==> src/hdl/pfe_pkg.sv <==
`default_nettype none

package pfe_pkg;

   localparam int SIDE       = 5;
   localparam int CELL_W     = 5;
   localparam int POS_W      = 3;
   localparam int BANK_CELLS = 12;
   localparam int BANK_W     = BANK_CELLS * CELL_W;
   localparam int CSR_IDX_W  = 8;
   localparam int CSR_DATA_W = 64;

   localparam logic [CSR_IDX_W-1:0] REG_KEY_LOW  = 8'd0;
   localparam logic [CSR_IDX_W-1:0] REG_KEY_MID  = 8'd1;
   localparam logic [CSR_IDX_W-1:0] REG_KEY_LAST = 8'd2;
   localparam logic [CSR_IDX_W-1:0] REG_FILLER   = 8'd3;

   localparam logic [CELL_W-1:0] LETTER_I     = 5'd8;
   localparam logic [CELL_W-1:0] LETTER_J     = 5'd9;
   localparam logic [CELL_W-1:0] LETTER_X     = 5'd23;
   localparam logic [CELL_W-1:0] LETTER_Z     = 5'd25;

   typedef logic [SIDE-1:0][SIDE-1:0][CELL_W-1:0] square_type;

   typedef struct packed {
      square_type        cells;
      logic [CELL_W-1:0] filler;
   } cfg_type;

   typedef struct packed {
      logic [CELL_W-1:0] letter;
      logic              end_of_text;
   } req_type;

   typedef struct packed {
      logic [CELL_W-1:0] cipher_first;
      logic [CELL_W-1:0] cipher_second;
      logic              not_found;
      logic              last;
   } rsp_type;

   function automatic logic [CELL_W-1:0] fold_letter(input logic [CELL_W-1:0] v);
      fold_letter = (v == LETTER_J) ? LETTER_I : v;
   endfunction

endpackage

`default_nettype wire

==> src/hdl/pfe_csr.sv <==
`default_nettype none

module pfe_csr (
   input  wire logic                              clock,
   input  wire logic                              reset,
   input  wire logic                              csr_valid,
   output logic                                   csr_ready,
   input  wire logic [pfe_pkg::CSR_IDX_W-1:0]     csr_index,
   input  wire logic [pfe_pkg::CSR_DATA_W-1:0]    csr_data,
   output pfe_pkg::cfg_type                       cfg
);

   logic [pfe_pkg::BANK_W-1:0] key_low_ff, key_low_in;
   logic [pfe_pkg::BANK_W-1:0] key_mid_ff, key_mid_in;
   logic [pfe_pkg::CELL_W-1:0] key_last_ff, key_last_in;
   logic [pfe_pkg::CELL_W-1:0] filler_ff, filler_in;
   logic                       wr;

   assign csr_ready = 1'b1;
   assign wr        = csr_valid;

   always_comb begin
      key_low_in  = key_low_ff;
      key_mid_in  = key_mid_ff;
      key_last_in = key_last_ff;
      filler_in   = filler_ff;
      if (wr) begin
         case (csr_index)
            pfe_pkg::REG_KEY_LOW:  key_low_in  = csr_data[pfe_pkg::BANK_W-1:0];
            pfe_pkg::REG_KEY_MID:  key_mid_in  = csr_data[pfe_pkg::BANK_W-1:0];
            pfe_pkg::REG_KEY_LAST: key_last_in = csr_data[pfe_pkg::CELL_W-1:0];
            pfe_pkg::REG_FILLER:   filler_in   = csr_data[pfe_pkg::CELL_W-1:0];
            default: ;
         endcase
      end
   end

   always_ff @(posedge clock) begin
      if (reset) begin
         key_low_ff  <= '0;
         key_mid_ff  <= '0;
         key_last_ff <= pfe_pkg::LETTER_Z;
         filler_ff   <= pfe_pkg::LETTER_X;
      end else begin
         key_low_ff  <= key_low_in;
         key_mid_ff  <= key_mid_in;
         key_last_ff <= key_last_in;
         filler_ff   <= filler_in;
      end
   end

   always_comb begin
      int idx;
      idx = 0;
      for (int r = 0; r < pfe_pkg::SIDE; r++) begin
         for (int c = 0; c < pfe_pkg::SIDE; c++) begin
            idx = r * pfe_pkg::SIDE + c;
            if (idx < pfe_pkg::BANK_CELLS) begin
               cfg.cells[r][c] = key_low_ff[pfe_pkg::CELL_W*idx +: pfe_pkg::CELL_W];
            end else if (idx < 2 * pfe_pkg::BANK_CELLS) begin
               cfg.cells[r][c] =
                  key_mid_ff[pfe_pkg::CELL_W*(idx-pfe_pkg::BANK_CELLS) +: pfe_pkg::CELL_W];
            end else begin
               cfg.cells[r][c] = key_last_ff;
            end
         end
      end
      cfg.filler = filler_ff;
   end

endmodule

`default_nettype wire

==> src/hdl/pfe_lookup.sv <==
`default_nettype none

module pfe_lookup (
   input  wire pfe_pkg::square_type          cells,
   input  wire logic [pfe_pkg::CELL_W-1:0]   first_in,
   input  wire logic [pfe_pkg::CELL_W-1:0]   second_in,
   output logic [pfe_pkg::CELL_W-1:0]        cipher_first,
   output logic [pfe_pkg::CELL_W-1:0]        cipher_second,
   output logic                              not_found
);

   logic                      hit_a, hit_b;
   logic [pfe_pkg::POS_W-1:0] row_a, col_a, row_b, col_b;
   logic [pfe_pkg::POS_W-1:0] row_a_o, col_a_o, row_b_o, col_b_o;

   function automatic logic [pfe_pkg::POS_W-1:0] wrap_inc(input logic [pfe_pkg::POS_W-1:0] v);
      wrap_inc = (v == pfe_pkg::POS_W'(pfe_pkg::SIDE - 1)) ? '0 : v + 1'b1;
   endfunction

   // highest-numbered matching cell wins
   always_comb begin
      hit_a = 1'b0;
      hit_b = 1'b0;
      row_a = '0;
      col_a = '0;
      row_b = '0;
      col_b = '0;
      for (int r = 0; r < pfe_pkg::SIDE; r++) begin
         for (int c = 0; c < pfe_pkg::SIDE; c++) begin
            if (cells[r][c] == first_in) begin
               hit_a = 1'b1;
               row_a = pfe_pkg::POS_W'(r);
               col_a = pfe_pkg::POS_W'(c);
            end
            if (cells[r][c] == second_in) begin
               hit_b = 1'b1;
               row_b = pfe_pkg::POS_W'(r);
               col_b = pfe_pkg::POS_W'(c);
            end
         end
      end
   end

   always_comb begin
      row_a_o = row_a;
      row_b_o = row_b;
      col_a_o = col_b;
      col_b_o = col_a;
      if (row_a == row_b) begin
         col_a_o = wrap_inc(col_a);
         col_b_o = wrap_inc(col_b);
      end else if (col_a == col_b) begin
         row_a_o = wrap_inc(row_a);
         row_b_o = wrap_inc(row_b);
         col_a_o = col_a;
         col_b_o = col_b;
      end
   end

   always_comb begin
      not_found = !(hit_a && hit_b);
      if (not_found) begin
         cipher_first  = '0;
         cipher_second = '0;
      end else begin
         cipher_first  = cells[row_a_o][col_a_o];
         cipher_second = cells[row_b_o][col_b_o];
      end
   end

endmodule

`default_nettype wire

==> src/hdl/playfair_digraph_encrypt_core.sv <==
`default_nettype none

// Path: an emitted digraph reaches rsp through the input register and then the result register.
// Throughput: one item per cycle unless req_stall; a doubled letter at end of text
// yields two digraphs; an emitting item waits while the second leaves the result register.
// req_stall follows rsp_stall through the result register's free slot.
// Reset: synchronous; clears pending letter, both registers' valids, key cells 0..23 to 0,
// cell 24 to Z and filler to X. No clearing pass.

module playfair_digraph_encrypt_core (
   input  wire logic                              clock,
   input  wire logic                              reset,
   input  wire logic                              req_valid,
   output logic                                   req_stall,
   input  wire pfe_pkg::req_type                  req_payload,
   output logic                                   rsp_valid,
   input  wire logic                              rsp_stall,
   output pfe_pkg::rsp_type                       rsp_payload,
   input  wire logic                              csr_valid,
   output logic                                   csr_ready,
   input  wire logic [pfe_pkg::CSR_IDX_W-1:0]     csr_index,
   input  wire logic [pfe_pkg::CSR_DATA_W-1:0]    csr_data
);

   pfe_pkg::cfg_type           cfg;

   logic                       in_valid_ff, in_valid_in;
   pfe_pkg::req_type           in_item_ff;
   logic                       pend_valid_ff, pend_valid_in;
   logic [pfe_pkg::CELL_W-1:0] pend_letter_ff, pend_letter_in;
   logic                       rsp_valid_ff, rsp_valid_in;
   logic                       dup_ff, dup_in;
   pfe_pkg::rsp_type           rsp_ff, rsp_in;

   logic [pfe_pkg::CELL_W-1:0] letter, filler, pair_a, pair_b;
   logic                       same, emit, dup, out_free, move, accept;
   logic [pfe_pkg::CELL_W-1:0] ciph_a, ciph_b;
   logic                       miss;

   pfe_csr u_csr (
      .clock     (clock),
      .reset     (reset),
      .csr_valid (csr_valid),
      .csr_ready (csr_ready),
      .csr_index (csr_index),
      .csr_data  (csr_data),
      .cfg       (cfg)
   );

   assign letter = pfe_pkg::fold_letter(in_item_ff.letter);
   assign filler = pfe_pkg::fold_letter(cfg.filler);
   assign same   = pend_valid_ff && (pend_letter_ff == letter);
   assign emit   = pend_valid_ff || in_item_ff.end_of_text;
   assign dup    = same && in_item_ff.end_of_text;
   assign pair_a = pend_valid_ff ? pend_letter_ff : letter;
   assign pair_b = (pend_valid_ff && !same) ? letter : filler;

   pfe_lookup u_lookup (
      .cells         (cfg.cells),
      .first_in      (pair_a),
      .second_in     (pair_b),
      .cipher_first  (ciph_a),
      .cipher_second (ciph_b),
      .not_found     (miss)
   );

   assign out_free  = !rsp_valid_ff || (!rsp_stall && !dup_ff);
   assign move      = in_valid_ff && (!emit || out_free);
   assign req_stall = in_valid_ff && !move;
   assign accept    = req_valid && !req_stall;

   assign in_valid_in = accept || (in_valid_ff && !move);

   always_comb begin
      pend_valid_in  = pend_valid_ff;
      pend_letter_in = pend_letter_ff;
      if (move) begin
         if (!pend_valid_ff) begin
            pend_valid_in  = !in_item_ff.end_of_text;
            pend_letter_in = in_item_ff.end_of_text ? '0 : letter;
         end else if (!same || in_item_ff.end_of_text) begin
            pend_valid_in  = 1'b0;
            pend_letter_in = '0;
         end
      end
   end

   always_comb begin
      rsp_valid_in = rsp_valid_ff;
      dup_in       = dup_ff;
      rsp_in       = rsp_ff;
      if (move && emit) begin
         rsp_valid_in         = 1'b1;
         dup_in               = dup;
         rsp_in.cipher_first  = ciph_a;
         rsp_in.cipher_second = ciph_b;
         rsp_in.not_found     = miss;
         rsp_in.last          = !dup;
      end else if (rsp_valid_ff && !rsp_stall) begin
         if (dup_ff) begin
            dup_in      = 1'b0;
            rsp_in.last = 1'b1;
         end else begin
            rsp_valid_in = 1'b0;
         end
      end
   end

   always_ff @(posedge clock) begin
      if (reset) begin
         in_valid_ff    <= 1'b0;
         pend_valid_ff  <= 1'b0;
         pend_letter_ff <= '0;
         rsp_valid_ff   <= 1'b0;
         dup_ff         <= 1'b0;
      end else begin
         in_valid_ff    <= in_valid_in;
         pend_valid_ff  <= pend_valid_in;
         pend_letter_ff <= pend_letter_in;
         rsp_valid_ff   <= rsp_valid_in;
         dup_ff         <= dup_in;
      end
   end

   always_ff @(posedge clock) begin
      if (accept) begin
         in_item_ff <= req_payload;
      end
      rsp_ff <= rsp_in;
   end

   assign rsp_valid   = rsp_valid_ff;
   assign rsp_payload = rsp_ff;

endmodule

`default_nettype wire
==> config.mk <==
export PLATFORM = sky130hd
export DESIGN_NAME = playfair_digraph_encrypt_core
export DESIGN_NICKNAME = d
export VERILOG_FILES = /design/src/hdl/pfe_pkg.sv /design/src/hdl/pfe_csr.sv /design/src/hdl/pfe_lookup.sv /design/src/hdl/playfair_digraph_encrypt_core.sv
export SDC_FILE = /design/constraint.sdc
export NUM_CORES = 1
export LEC_CHECK = 0
export BUFFER_PORTS_ARGS = -buffer_cell sky130_fd_sc_hd__buf_2
export CAP_MARGIN = 20
export CELL_PAD_IN_SITES_DETAIL_PLACEMENT = 0
export CELL_PAD_IN_SITES_GLOBAL_PLACEMENT = 1
export CORE_ASPECT_RATIO = 0.5
export CORE_MARGIN = 2
export CORE_UTILIZATION = 47
export DETAILED_ROUTE_END_ITERATION = 8
export HOLD_SLACK_MARGIN = 0.08
export PLACE_DENSITY_LB_ADDON = 0.1
export SETUP_SLACK_MARGIN = 0.02
export SKIP_LAST_GASP = 1
export SYNTH_ARGS = -nofsm -noshare
export SYNTH_HDL_FRONTEND = slang
export SYNTH_SLANG_ARGS = --single-unit
==> constraint.sdc <==
create_clock -name clock -period 6.9 [get_ports clock]
set_input_delay 1.38 -clock clock [delete_from_list [all_inputs] [get_ports clock]]
set_output_delay 1.38 -clock clock [all_outputs]
set_load 0.01 [all_outputs]
* After elaboration in Yosys (flattened, before gate mapping) *
Index checks and enable logic that the tools add are counted.

operators by class
  $add $sub $neg = 4
  $lt $le $gt $ge = 4
  multiplexer cells = 175
  equal/unequal tests = 64
  reductions and logical operators = 35

operators with widths
  cell                   count
  $eq A5 B5 Y1           51
  $mux W3                68
  $bmux W25 S3           2
  $mux W1                72
  $mux W25               2
  $mux W5                9
  $mux W2                20
  $bmux W5 S3            2
  $eq A8 B2 Y1 const B   2
  $lt A3 B4 Y1 const B   4
  $reduce_and A2 Y1      7
  $add A3 B1 Y3 const B  4
  $eq A3 B3 Y1 const B   4
  $eq A5 B4 Y1 const B   2
  $logic_and A1 B1 Y1    10
  $logic_not A1 Y1       10
  $eq A8 B1 Y1 const B   1
  $logic_not A8 Y1       1
  $eq A3 B3 Y1           2
  $logic_or A1 B1 Y1     5
  $ne A2 B1 Y1 const B   2
  $reduce_bool A2 Y1     2

word-level totals
  input port bits = 83
  word-level logic and storage cells = 297
  output and inout bits = 15
  register bits after elaboration = 157

* Logic depth before layout (Yosys ltp) *
Gate-level depths: netlist of the first run.

  word-level depth = 39
  gate-level depth with buffers = 25
  gate-level depth less buffers = 20

* Cells and area by module *
Synthesis of the first run repeated with hierarchy kept, for this count alone.

unflattened totals
  cells, all modules = 1524
  area, all modules = 13654.3 µm²

by module, submodules not included
  module                         cells each  instances  sequential area each (µm²)  area an instance (µm²)
  pfe_lookup                     931         1          0.0                         7044.3
  pfe_csr                        498         1          2602.5                      5400.2
  playfair_digraph_encrypt_core  95          1          720.7                       1209.9

* Worst setup path before layout of the first run *
No wires, ideal clock.

  path type = flip-flop to flip-flop
  start = register in_item_ff[2] in the netlist's numbering
  end = register rsp_ff, in the netlist rsp_payload[8], data pin
  path buffers = 5
  stages on the path, launching flop included = 23
  data required time = 6.639 ns
  slack = 1.418 ns
  data arrival time = 5.221 ns
  period minus slack after synthesis = 5.482 ns
  path through = edfxtp_1 buf_4 or4b_1 buf_2 a21boi_4 buf_6 o31ai_2 a221oi_2 o21ai_1 or4_4 a2111oi_2 o211ai_1 o22ai_4 xnor2_1 nand3_1 buf_4 nor4_1 or3_4 buf_6 mux4_2 a22oi_1 nor2_1 a311o_1

on the way
  word-level cells in the longest chain between the ends = 39
  elaborated cells between the ends (all ways) = 213
  those cells by class = 2 x add/sub; 56 x eq/ne; 151 x mux; 4 x reduce/logical

RTL lines
  what                            line                                  RTL
  start, declared                 playfair_digraph_encrypt_core.sv:28   pfe_pkg::req_type in_item_ff;
  start signal, assigned          playfair_digraph_encrypt_core.sv:127  in_item_ff <= req_payload;
  $eq A5 B4 Y1                    pfe_pkg.sv:43                         fold_letter = (v == LETTER_J) ? LETTER_I : v;
  $mux W5 (*)                     pfe_pkg.sv:43
  $eq A5 B5 Y1                    playfair_digraph_encrypt_core.sv:52   assign same = pend_valid_ff && (pend_letter_ff == letter);
  $logic_and A1 B1 Y1             playfair_digraph_encrypt_core.sv:52
  $logic_not A1 Y1                playfair_digraph_encrypt_core.sv:56   assign pair_b = (pend_valid_ff && !same) ? letter : filler;
  $logic_and A1 B1 Y1             playfair_digraph_encrypt_core.sv:56
  $mux W5                         playfair_digraph_encrypt_core.sv:56
  $eq A5 B5 Y1                    pfe_lookup.sv:35                      if (cells[r][c] == second_in) begin
  $mux W1                         pfe_lookup.sv:35
  $mux W3 (23 in series)          pfe_lookup.sv:35
  $eq A3 B3 Y1                    pfe_lookup.sv:52                      end else if (col_a == col_b) begin
  $mux W3                         pfe_lookup.sv:52
  $mux W3                         pfe_lookup.sv:49                      if (row_a == row_b) begin
  $bmux W25 S3                    pfe_lookup.sv:66                      cipher_first = cells[row_a_o][col_a_o];
  $mux W25 (implied by the code)  pfe_lookup.sv:66
  $bmux W5 S3                     pfe_lookup.sv:66
  $mux W5 (implied by the code)   pfe_lookup.sv:66
  end signal, assigned            playfair_digraph_encrypt_core.sv:129  rsp_ff <= rsp_in;
  end, declared                   playfair_digraph_encrypt_core.sv:33   pfe_pkg::rsp_type rsp_ff, rsp_in;

Every way passes the cells marked *; elsewhere a longest branch is shown, timed or not. The select of a mux whose other input is x is not followed.
A chain may end at the register's enable or synchronous reset.

* Worst setup path in the final report of the first run *
  start = register in_item_ff[4] in the netlist's numbering
  end = register rsp_ff, in the netlist rsp_payload[2], data pin

on the way
  word-level cells in the longest chain between the ends = 39
  elaborated cells between the ends (all ways) = 213
  those cells by class = 2 x add/sub; 56 x eq/ne; 151 x mux; 4 x reduce/logical

RTL lines
  what                            line                                 RTL
  $eq A5 B4 Y1                    pfe_pkg.sv:43
  $mux W5 (*)                     pfe_pkg.sv:43
  $eq A5 B5 Y1                    playfair_digraph_encrypt_core.sv:52
  $logic_and A1 B1 Y1             playfair_digraph_encrypt_core.sv:52
  $logic_not A1 Y1                playfair_digraph_encrypt_core.sv:56
  $logic_and A1 B1 Y1             playfair_digraph_encrypt_core.sv:56
  $mux W5                         playfair_digraph_encrypt_core.sv:56
  $eq A5 B5 Y1                    pfe_lookup.sv:35
  $mux W1                         pfe_lookup.sv:35
  $mux W3 (23 in series)          pfe_lookup.sv:35
  $eq A3 B3 Y1                    pfe_lookup.sv:52
  $mux W3                         pfe_lookup.sv:52
  $mux W3                         pfe_lookup.sv:49
  $bmux W25 S3                    pfe_lookup.sv:67                     cipher_second = cells[row_b_o][col_b_o];
  $mux W25 (implied by the code)  pfe_lookup.sv:67
  $bmux W5 S3                     pfe_lookup.sv:67
  $mux W5 (implied by the code)   pfe_lookup.sv:67

Marks and branches as above.

==> impl_results.md, run 1 <==
* Vias in the first global route at 14,473
* Row count at 45
* Ratio of cells with drive above 1 in the final layout at 0.195
* Critical path type: flop to flop
* Switch share at 0.390
* Distinct cell type count of the synthesized netlist at 107
* Sequential Power Share at 0.304
* Setup Viol. Count Final at 0
* Achievable frequency at 148 MHz
* Final Hold Viols at 0
* Max cap viols at 0
* Share of flip-flops with an asynchronous set or reset at 0
* Initial antenna violation count at 3
* Global-route wire length before repair at 96,700 um
* I/O pin count at 98
* M1 GR Usage at 0.572
* Min-Delay Path Class: flop to flop
* Sink Count at 157
* Nets at 2,053
* P_int at 1.89 mW
* Area share of the largest cell type after synthesis at 0.195
* Synthesized net count at 1,943
* Psw at 1.21 mW
* Seq/Total Area, Yosys at 0.233
* Final TNS setup at 0 ns
* Gp weighted congestion at 1.19
* Req. time, crit path at 7.23 ns
* CP max FO at 20
* CTS tree: done
* Largest area contributor in the netlist: dfxtp_1
* Top post-synthesis cells by area: dfxtp_1 20%, xnor2_1 9.8%, nand2_1 8.1%, a21oi_1 6.8%, edfxtp_1 3.8%
* Port-buffer cells at 92
* CP Launch Point: in_item_ff[4]
* Setup crit end kind: flop
* Remaining DRCs at 0
* Synthesized flop and latch total at 157
* TritonCTS buffer count at 17
* Combinational Power Share at 0.385
* Hold Crit Depth at 2
* Final wirelength at 67,800 um
* Clock slew at reported path FFs at 0.08 ns
* Via Count at 16,161
* Initial Utilization at 0.474
* Min cycle time layout at 6.75 ns
* GR Layer Usage met3 at 0.161
* Crit-path slowest cell: or4_1
* Grt peak-use layer: met2
* Largest net degree at the start of global routing at 94
* Reg2Reg Depth at 24
* H-tree levels at 4
* HPWL Detailed at 53,500 um
* FILL cells at 2,908
* CP top delay family: simple AND/OR/NAND/NOR gates
* Final std cell area, no fill at 16,500 sq um
* DIE WIDTH at 250 um
* Hold buffer count at cts at 0
* Hold_sp: dup_ff
* Worst VDD drop at 148 uV
* Final ANT Viol Nets at 0
* Slew Limit Fails at 0
* Run status: finished clean
* PwrDens at 188 nW/um^2
* Max Clock Skew at 0.0111 ns
* Reg-to-Reg Start: in_item_ff[4]
* Worst slew pin tran at 1.16 ns
* Worst Setup Start Kind: flop
* Crit path buf inv count at 7
* Die height at 127 um
* Power share of the clock group at 0.311
* Hold Path Sink: dup_ff
* Top-count cell post-synth: nand2_1
* Syn Area/Cell at 7.70 sq um
* Fin crit share at 0.978
* RSZ-0062 raised after global routing: no
* Synthesized area at 14,300 sq um
* EDFF count, synth at 18
* CP dominant cell by count: buf_4
* Area Overhead vs Synth at 15.6%
* Via-to-Cell Ratio at 6.80
* Relative slew slack at 0.226
* Clk root buf: clkbuf_16
* CORE AREA at 30,100 sq um
* Global Route met2 Usage at 0.589
* FF-to-FF End: rsp_payload[2]
* DIE AREA at 31,800 sq um
* Placed cell area at 15,800 sq um
* Commonest cells in the netlist: 308 x nand2_1, 194 x a21oi_1, 159 x xnor2_1
* Largest stage delay, worst path at 0.74 ns
* CP Cell Sequence: xor2_2 > or4_4 > buf_4 > o311ai_4 > buf_4 > a21o_1 > nand4b_1 > or4_1 > nand2_1 > a2bb2oi_1 > a21oi_2 > xnor2_1 > buf_4 > nand3_1 > buf_4 > a2111oi_0 > buf_4 > nor2_2 > buf_12 > mux4_2 > o211ai_1 > a21oi_1 > o32ai_1 > buf_4
* Reg2Reg Setup Slack at 0.15 ns
* Synth warn at 0
* Post-Syn Instances at 1,852
* Worst skew pair latency at 0.46 ns
* Bufs on Longest Clock Path at 2
* Overall global routing resource usage at 0.416
* Detailed Route Iter0 Violations at 2,474
* DR WL/cell at 28.6 um
* Arrival @ worst endpoint at 7.08 ns
* Leak Pwr at 5.87 nW
* Overflow after GRT at 0
* Main flop type after synthesis: dfxtp_1
* 1st-pass router iterations at 6
-- placed cells by master (no fill, tap or decap), drive strengths merged, types with 10 or more instances in the layout --
cell type	netlist	layout
mux4	22	22
o221ai	18	18
mux2	10	10
a211oi	18	18
a221oi	24	24
xnor2	160	160
o21ai	56	56
o31ai	13	13
nand4	19	19
nand2b	14	14
xor2	56	56
mux2i	54	54
nand3	42	42
dfxtp	139	139
nor3	41	41
nor4	53	53
nand2	309	309
a21o	10	10
a22oi	18	18
and2	13	13
o22ai	14	14
a31oi	17	17
buf	71	248
edfxtp	18	18
inv	57	65
or3	11	11
clkbuf	86	17
nor2	82	82
a211o	14	14
a21oi	198	198
and3	18	18
-- metrics by stage --
stage          std cells  utilization  power (mW)  hold slack [ns]  setup slack (ns)
2_1_floorplan       1852            -        1.71            0.458              1.42
3_3_place_gp        2339        0.525        2.08            0.469             0.162
3_5_place_dp        2340        0.525        2.10            0.484             0.262
4_1_cts             2372        0.545        3.06            0.496             0.220
5_1_grt             2374        0.548        3.19            0.543            0.0181
6_report            2375        0.548        3.09            0.497             0.151
-- cells by family (layout without fill, tap and decap cells) --
kind of cell | Yosys count | count (layout) | synth area share
mux | 86 | 86 | 0.0821
other cells | 1 | 2 | 0.000263
flops | 157 | 157 | 0.233
compound gates | 512 | 512 | 0.250
fa+ha+maj | 8 | 8 | 0.00702
buf+inv | 215 | 338 | 0.0679
xor+xnor | 216 | 216 | 0.134
simple gates | 657 | 657 | 0.226
-- cell type report --
cell class              instances  area (sq um)  share of cell area
flip-flops and latches        157          3320               0.202
clock buffers                  17           425              0.0258
diodes                          1          2.50            0.000152
multi-input cells            1480         10100               0.614
inverters                      58           218              0.0132
well taps                     399           499              0.0303
clock inverters                15           170              0.0103
repair buffers                248          1720               0.104
-- registers in the layout (all words and copies together) (netlist names) --
name	count
u_csr.key_mid_ff	60
dup_ff	1
u_csr.key_low_ff	60
rsp_payload	12
rsp_valid	1
u_csr.key_last_ff	5
in_valid_ff	1
pend_valid_ff	1
in_item_ff	6
u_csr.filler_ff	5
pend_letter_ff	5
-- power groups by stage --
stage	Clock (mW)	Sequential (mW)	Combinational, mW
after floorplan	0	0.958	0.752
after global placement	0	0.963	1.12
after detailed placement	0	0.964	1.14
after CTS	0.972	0.942	1.14
after global routing	1.00	0.943	1.24
final	0.962	0.942	1.19
-- timing repair --
action                                  CTS  global route
gates resized for setup                   0            10
endpoints found under the hold margin     0             0
endpoints found under the setup margin    0             6
setup buffers                             0             2
-- how the worst max path moves through the flow --
stage,end,slack [ns],depth (start not counted)
final,rsp_payload[2],0.15,24
after global routing,rsp_payload[2],0.02,24
after CTS,rsp_payload[5],0.22,19
after detailed placement,rsp_payload[5],0.26,19
after global placement,rsp_payload[2],0.16,21
after floorplan,rsp_payload[8],1.42,22
-- worst reg2reg max path: cells and delay by family, from the launching register on --
kind / cells / cell delay, ns
AO/OA/AOI/OAI: 8 / 1.94
buffers and inverters: 7 / 1.43
AND/OR/NAND/NOR: 6 / 1.96
XOR/XNOR: 2 / 0.44
multiplexers: 1 / 0.31
flip-flops: 1 / 0.53
-- routing by layer --
layer	up-vias	part of all wire
met5	-	0.00043
met2	1188	0.39
met4	4	0.039
met1	7789	0.41
met3	221	0.15
li1	6959	-
(Power assumes the default switching activity.)
==> run 2, diff against run 1 <==
--- a/config.mk
+++ b/config.mk
@@ -15,6 +15,7 @@
 export DETAILED_ROUTE_END_ITERATION = 8
 export HOLD_SLACK_MARGIN = 0.08
 export PLACE_DENSITY_LB_ADDON = 0.1
+export REMOVE_ABC_BUFFERS = 1
 export SETUP_SLACK_MARGIN = 0.02
 export SKIP_LAST_GASP = 1
 export SYNTH_ARGS = -nofsm -noshare
==> run 2 against run 1 <==
- highest routed layer is now met4
- maximum frequency increased by 0.12%
- total power shrank 0.60%
- core utilization decreased by 0.33 points
- via count is essentially flat
- global-route usage grew 0.33 points
- design area shrank 0.61%
- routed wire length barely moved
- clock power decreased by 4.1%
==> impl_results.md, run 2 (synthesized netlist as in run 1, its figures left out) <==
* Die height at 127 um (unchanged)
* FILL cells at 2,910 (was 2,908)
* Final Hold Viols at 0 (unchanged)
* Via-to-Cell Ratio at 6.79 (was 6.80)
* Req. time, crit path at 7.11 ns (was 7.23 ns)
* Final design utilization at 0.545 (was 0.548)
* PwrDens at 188 nW/um^2 (about the same)
* Global-route wire length before repair at 97,700 um (was 96,700 um)
* TritonCTS buffer count at 17 (unchanged)
* Most common cell after layout, fill and taps aside: nand2_1 (unchanged)
* Detailed Route Iter0 Violations at 2,704 (was 2,474)
* Achievable frequency at 148 MHz (about the same)
* Worst slew pin tran at 1.02 ns (was 1.16 ns)
* CP dominant cell by count: buf_4 (unchanged)
* CP Cell Sequence: xor2_1 > or4_4 > o311ai_4 > a21boi_0 > o22ai_1 > nor4_1 > buf_4 > or4_1 > o211ai_1 > buf_4 > a31oi_1 > nand4b_1 > nand3_1 > buf_4 > nor3_1 > or3_4 > mux4_2 > a22oi_1 > buf_4 > nor2_1 > a311o_1 (was xor2_2 > or4_4 > buf_4 > o311ai_4 > buf_4 > a21o_1 > nand4b_1 > or4_1 > nand2_1 > a2bb2oi_1 > a21oi_2 > xnor2_1 > buf_4 > nand3_1 > buf_4 > a2111oi_0 > buf_4 > nor2_2 > buf_12 > mux4_2 > o211ai_1 > a21oi_1 > o32ai_1 > buf_4)
* Sink Count at 157 (unchanged)
* Remaining DRCs at 0 (unchanged)
* Final ANT Viol Nets at 0 (unchanged)
* RSZ-0062 raised after global routing: no (unchanged)
* Placed cell area at 15,700 sq um (was 15,800 sq um)
* Largest net degree at the start of global routing at 83 (was 94)
* Overall global routing resource usage at 0.420 (was 0.416)
* Setup Viol. Count Final at 0 (unchanged)
* Leak Pwr at 5.82 nW (was 5.87 nW)
* Fin crit share at 0.977 (was 0.978)
* Final std cell area, no fill at 16,400 sq um (was 16,500 sq um)
* Min-Delay Path Class: flop to flop (unchanged)
* Worst VDD drop at 186 uV (was 148 uV)
* CP max FO at 12 (was 20)
* Setup crit end kind: flop (unchanged)
* DIE AREA at 31,800 sq um (unchanged)
* Bufs on Longest Clock Path at 2 (unchanged)
* Row count at 45 (unchanged)
* Worst skew pair latency at 0.47 ns (was 0.46 ns)
* Vias in the first global route at 14,681 (was 14,473)
* Clock slew at reported path FFs at 0.07 ns (was 0.08 ns)
* CP top delay family: simple AND/OR/NAND/NOR gates (unchanged)
* Via Count at 16,170 (was 16,161)
* Multi-input gate area at 10,100 sq um (about the same)
* Crit-path slowest cell: o311ai_4 (was or4_1)
* Port-buffer cells at 92 (unchanged)
* Worst Setup Start Kind: flop (unchanged)
* Gp weighted congestion at 1.10 (was 1.19)
* Area Overhead vs Synth at 14.9% (was 15.6%)
* I/O pin count at 98 (unchanged)
* Arrival @ worst endpoint at 6.95 ns (was 7.08 ns)
* Total power at 3.08 mW (was 3.09 mW)
* Initial Utilization at 0.474 (unchanged)
* CTS tree: done (unchanged)
* Dpl cells at 2,328 (was 2,340)
* Crit path buf inv count at 4 (was 7)
* Hold buffer count at cts at 0 (unchanged)
* Run status: finished clean (unchanged)
* 1st-pass router iterations at 7 (was 6)
* Largest stage delay, worst path at 0.71 ns (was 0.74 ns)
* Overflow after GRT at 0 (unchanged)
* Max Clock Skew at 0.0118 ns (was 0.0111 ns)
* Slew Limit Fails at 0 (unchanged)
* DIE WIDTH at 250 um (unchanged)
* Post-route insts no fill at 2,380 (was 2,375)
* Nets at 2,052 (was 2,053)
* DR WL/cell at 28.5 um (was 28.6 um)
* Register area at 3320 sq um (unchanged)
* Initial antenna violation count at 2 (was 3)
* H-tree levels at 4 (unchanged)
* Most frequent cells in the layout: 308 x nand2_1, 194 x a21oi_1, 159 x xnor2_1 (unchanged)
* CORE AREA at 30,100 sq um (unchanged)
* Min cycle time layout at 6.74 ns (was 6.75 ns)
* Clk root buf: clkbuf_16 (unchanged)
* Final wirelength at 67,800 um (about the same)
* Relative slew slack at 0.320 (was 0.226)
* Ratio of cells with drive above 1 in the final layout at 0.189 (was 0.195)
* HPWL Detailed at 52,400 um (was 53,500 um)
* Max cap viols at 0 (unchanged)
* Critical path type: flop to flop (unchanged)
run 2: changes by cell type in the layout (fill, tap and decap cells not counted), moves of 2 or more:
cell,before,now
clkinvlp_4,0,3
clkinv_8,4,0
clkinv_4,2,4
inv_8,3,0
nor4_2,8,4
inv_6,3,5
nor4_1,44,48
diode_2,1,7
run 2: layout make-up:
class                           count  share of cell area
Multi-Input combinational cell   1480               0.613
Sequential cell                   157               0.203
Timing Repair Buffer              247               0.105
Tap cell                          399              0.0305
Clock buffer                       19              0.0270
Inverter                           58              0.0133
Clock inverter                     13             0.00641
Antenna cell                        7             0.00107
run 2: metal layers:
metal  GRT usage  share of wire  vias up
li1            -              -     6952
met1       0.593           0.43     7890
met2       0.588           0.39     1164
met3       0.150           0.15      164
met4       0.137          0.033        0
met5           0              0        -
run 2: what timing repair did:
item / 4_1_cts / 5_1_grt
gates resized for setup: 0 / 1
buffers inserted: 0 / 13
setup endpoints to repair: 0 / 9
hold endpoints to repair: 0 / 0
run 2: worst min-delay path: stages (launching register included):
cell and delay [ns]:
dfxtp_1 0.32, nand2_1 0.08, a21oi_1 0.06
run 2: report_power, final:
group / internal [mW] / switching, mW
Clock: 0.475 / 0.448
Sequential: 0.932 / 0.0136
Combinational: 0.480 / 0.728
Total: 1.89 / 1.19
run 2: final timing paths:
| kind | depth (start not counted) | from | to | slack (ns) |
|---|---|---|---|---|
| max | 21 | in_item_ff[5] | rsp_payload[8] | 0.16 |
| min | 2 | in_valid_ff | in_valid_ff | 0.50 |
| max reg2reg | 21 | in_item_ff[5] | rsp_payload[8] | 0.16 |
| min reg2reg | 2 | in_valid_ff | in_valid_ff | 0.50 |
run 2: per-stage QoR:
stage / TNS (ns) / hold WS, ns / worst slack, ns
6_report: 0 / 0.499 / 0.159
3_3_place_gp: 0 / 0.466 / 0.379
3_5_place_dp: 0 / 0.490 / 0.308
4_1_cts: 0 / 0.499 / 0.255
5_1_grt: 0 / 0.531 / 0.0249
2_1_floorplan: -7.66 / 0.452 / -1.05
==> run 3, diff against run 2 <==
--- a/config.mk
+++ b/config.mk
@@ -5,13 +5,14 @@
 export SDC_FILE = /design/constraint.sdc
 export NUM_CORES = 1
 export LEC_CHECK = 0
+export ABC_AREA = 1
 export BUFFER_PORTS_ARGS = -buffer_cell sky130_fd_sc_hd__buf_2
 export CAP_MARGIN = 20
 export CELL_PAD_IN_SITES_DETAIL_PLACEMENT = 0
 export CELL_PAD_IN_SITES_GLOBAL_PLACEMENT = 1
 export CORE_ASPECT_RATIO = 0.5
 export CORE_MARGIN = 2
-export CORE_UTILIZATION = 47
+export CORE_UTILIZATION = 44
 export DETAILED_ROUTE_END_ITERATION = 8
 export HOLD_SLACK_MARGIN = 0.08
 export PLACE_DENSITY_LB_ADDON = 0.1
==> run 3 against run 2 <==
- largest cell class unchanged
- sequential share of layout area up 2.6 points
- worst setup slack better by 0.39 ns
- non-clock buffer count down 84
- highest routed layer unchanged
- clock power up 9%
- synthesized area down 9.2%
- total power up 37%
- worst hold slack worse by 0.0060 ns
- cell count up 4.8%
- via count down 9.9%
- first-iteration DRC count down 22%
==> impl_results.md, run 3 <==
* Run status: finished clean (unchanged)
* Commonest cells in the netlist: 494 x nand2_1, 238 x nand3_1, 199 x inv_1 (was 308 x nand2_1, 194 x a21oi_1, 159 x xnor2_1)
* Final WS setup at 0.548 ns (was 0.159 ns)
* Port-buffer cells at 92 (unchanged)
* Place WS at 0.853 ns (was 0.308 ns)
* Setup Buffers After CTS at 0 (unchanged)
* Crit-path slowest cell: nand2_2 (was o311ai_4)
* Post-cts resize count at 0 (unchanged)
* Most frequent cells in the layout: 490 x nand2_1, 238 x nand3_1, 198 x inv_1 (was 308 x nand2_1, 194 x a21oi_1, 159 x xnor2_1)
* Worst Setup Start Kind: flop (unchanged)
* TritonCTS buffer count at 17 (unchanged)
* Distinct cell type count of the synthesized netlist at 59 (was 107)
* Synthesized area at 12,900 sq um (was 14,300 sq um)
* Reg-to-Reg Start: in_item_ff[3] (was in_item_ff[5])
* CP max FO at 23 (was 12)
* Achievable frequency at 157 MHz (was 148 MHz)
* Largest net degree at the start of global routing at 74 (was 83)
* Synth warn at 0 (unchanged)
* Fin crit share at 0.921 (was 0.977)
* Via-to-Cell Ratio at 5.84 (was 6.79)
* Relative slew slack at 0.337 (was 0.320)
* Leak Pwr at 6.76 nW (was 5.82 nW)
* Main flop type after synthesis: dfxtp_1 (unchanged)
* Most common cell after layout, fill and taps aside: nand2_1 (unchanged)
* Critical path type: flop to flop (unchanged)
* Initial Utilization at 0.447 (was 0.474)
* 1st-pass router iterations at 6 (was 7)
* Post-Syn Instances at 2,022 (was 1,852)
* CTS tree: done (unchanged)
* Top post-synthesis cells by area: dfxtp_1 21%, nand2_1 14%, xor2_1 9.6%, nand3_1 9.2%, a21oi_1 6.8% (was dfxtp_1 20%, xnor2_1 9.8%, nand2_1 8.1%, a21oi_1 6.8%, edfxtp_1 3.8%)
* Top-count cell post-synth: nand2_1 (unchanged)
* HPWL Detailed at 44,900 um (was 52,400 um)
* Total power at 4.21 mW (was 3.08 mW)
* Seq/Total Area, Yosys at 0.257 (was 0.233)
* Final Hold Viols at 0 (unchanged)
* Ratio of cells with drive above 1 in the final layout at 0.133 (was 0.189)
* FILL cells at 3,126 (was 2,910)
* Syn Area/Cell at 6.40 sq um (was 7.70 sq um)
* CP Launch Point: in_item_ff[3] (was in_item_ff[5])
* EDFF count, synth at 18 (unchanged)
* Worst VDD drop at 201 uV (was 186 uV)
* CP dominant cell by count: nand2_1 (was buf_4)
* Max Clock Skew at 0.0166 ns (was 0.0118 ns)
* Max cap viols at 0 (unchanged)
* Min cycle time layout at 6.35 ns (was 6.74 ns)
* Sequential Power Share at 0.223 (was 0.307)
* Area Overhead vs Synth at 12.3% (was 14.9%)
* Register area at 3320 sq um (about the same)
* Final TNS setup at 0 ns (unchanged)
* Hold Slack at 0.493 ns (was 0.499 ns)
* Row count at 44 (was 45)
* Hold_sp: pend_letter_ff[2] (was in_valid_ff)
* Req. time, crit path at 7.11 ns (about the same)
* Combinational Power Share at 0.538 (was 0.393)
* Grt peak-use layer: met1 (unchanged)
* Final wirelength at 58,500 um (was 67,800 um)
* Psw at 2.05 mW (was 1.19 mW)
* Global-route wire length before repair at 85,300 um (was 97,700 um)
* Worst slew pin tran at 0.992 ns (was 1.02 ns)
* Initial antenna violation count at 2 (unchanged)
* RSZ-0062 raised after global routing: no (unchanged)
* Synthesized flop and latch total at 157 (unchanged)
* Multi-input gate area at 8170 sq um (was 10,100 sq um)
* Detailed Route Iter0 Violations at 2,097 (was 2,704)
* Overflow after GRT at 0 (unchanged)
* DR WL/cell at 23.4 um (was 28.5 um)
* Slew Limit Fails at 0 (unchanged)
* Largest area contributor in the netlist: dfxtp_1 (unchanged)
* Setup crit end kind: flop (unchanged)
* PwrDens at 289 nW/um^2 (was 188 nW/um^2)
* Worst skew pair latency at 0.47 ns (about the same)
* DIE AREA at 30,900 sq um (was 31,800 sq um)
* Setup Viol. Count Final at 0 (unchanged)
* Post-route insts no fill at 2,494 (was 2,380)
* Arrival @ worst endpoint at 6.56 ns (was 6.95 ns)
* Min-Delay Path Class: flop to flop (unchanged)
* Final ANT Viol Nets at 0 (unchanged)
* Bufs on Longest Clock Path at 2 (unchanged)
* Area share of the largest cell type after synthesis at 0.215 (was 0.195)
* H-tree levels at 4 (unchanged)
* GR Layer Usage met3 at 0.0981 (was 0.150)
* Remaining DRCs at 0 (unchanged)
* Share of flip-flops with an asynchronous set or reset at 0 (unchanged)
* M1 GR Usage at 0.592 (was 0.593)
* Hold buffer count at cts at 0 (unchanged)
* Clock slew at reported path FFs at 0.07 ns (about the same)
* P_int at 2.16 mW (was 1.89 mW)
* Vias in the first global route at 12,862 (was 14,681)
* Overall global routing resource usage at 0.378 (was 0.420)
* Gp weighted congestion at 0.972 (was 1.10)
* Die height at 125 um (was 127 um)
* Sink Count at 157 (unchanged)
* Largest stage delay, worst path at 0.67 ns (was 0.71 ns)
* Nets at 2,178 (was 2,052)
* Final std cell area, no fill at 14,500 sq um (was 16,400 sq um)
* Via Count at 14,563 (was 16,170)
* Power share of the clock group at 0.239 (was 0.300)
* CORE AREA at 29,000 sq um (was 30,100 sq um)
* Clk root buf: clkbuf_16 (unchanged)
* DIE WIDTH at 247 um (was 250 um)
* Switch share at 0.488 (was 0.387)
* Final design utilization at 0.502 (was 0.545)
* Dpl cells at 2,459 (was 2,328)
* Global Route met2 Usage at 0.510 (was 0.588)
* I/O pin count at 98 (unchanged)
* Placed cell area at 13,900 sq um (was 15,700 sq um)
==> run 3: power groups by stage <==
stage,combinational [mW],sequential (mW),clock (mW)
floorplan,1.25,0.961,0
global placement,2.17,0.960,0
CTS,2.17,0.939,1.00
detailed placement,2.16,0.960,0
finish,2.26,0.939,1.01
global route,2.42,0.941,1.04
==> run 3: worst paths after layout <==
path / cells after the start / slack [ns] / endpoint
worst min-delay path: 2 / 0.49 / pend_letter_ff[2]
worst max register to register: 39 / 0.55 / rsp_payload[6]
worst max-delay path: 39 / 0.55 / rsp_payload[6]
worst min register to register: 2 / 0.49 / pend_letter_ff[2]
==> run 3: kinds of logic (layout without fill, tap and decap cells) <==
logic type / after synthesis / in the layout / synth area share
and+or+nand+nor: 938 / 938 / 0.328
AOI/OAI and AO/OA: 435 / 435 / 0.189
buffers and inverters: 332 / 410 / 0.114
DFF: 157 / 157 / 0.257
xor gates and xnor gates: 151 / 151 / 0.104
adders and majority gates: 8 / 8 / 0.00773
other: 1 / 4 / 0.000290
==> run 3: cell type report <==
type	count	area share
multi-input combinational	1533	0.562
sequential	157	0.229
timing repair buffer	163	0.0795
inverter	215	0.0557
tap	391	0.0336
clock buffer	19	0.0305
clock inverter	13	0.00964
antenna	3	0.000516
==> run 3: per-layer routing <==
| layer | vias to the layer above | wire length (um) |
|---|---|---|
| met3 | 58 | 7140 |
| met5 | - | 0 |
| met2 | 796 | 22600 |
| met4 | 0 | 776 |
| met1 | 6883 | 28000 |
| li1 | 6826 | - |
==> run 3: critical path, delay by kind of cell, from the launching register on <==
kind | cells | cell delay, ns
and+or+nand+nor | 33 | 4.36
buffers and inverters | 3 | 0.84
AOI/OAI and AO/OA | 3 | 0.36
DFF | 1 | 0.47
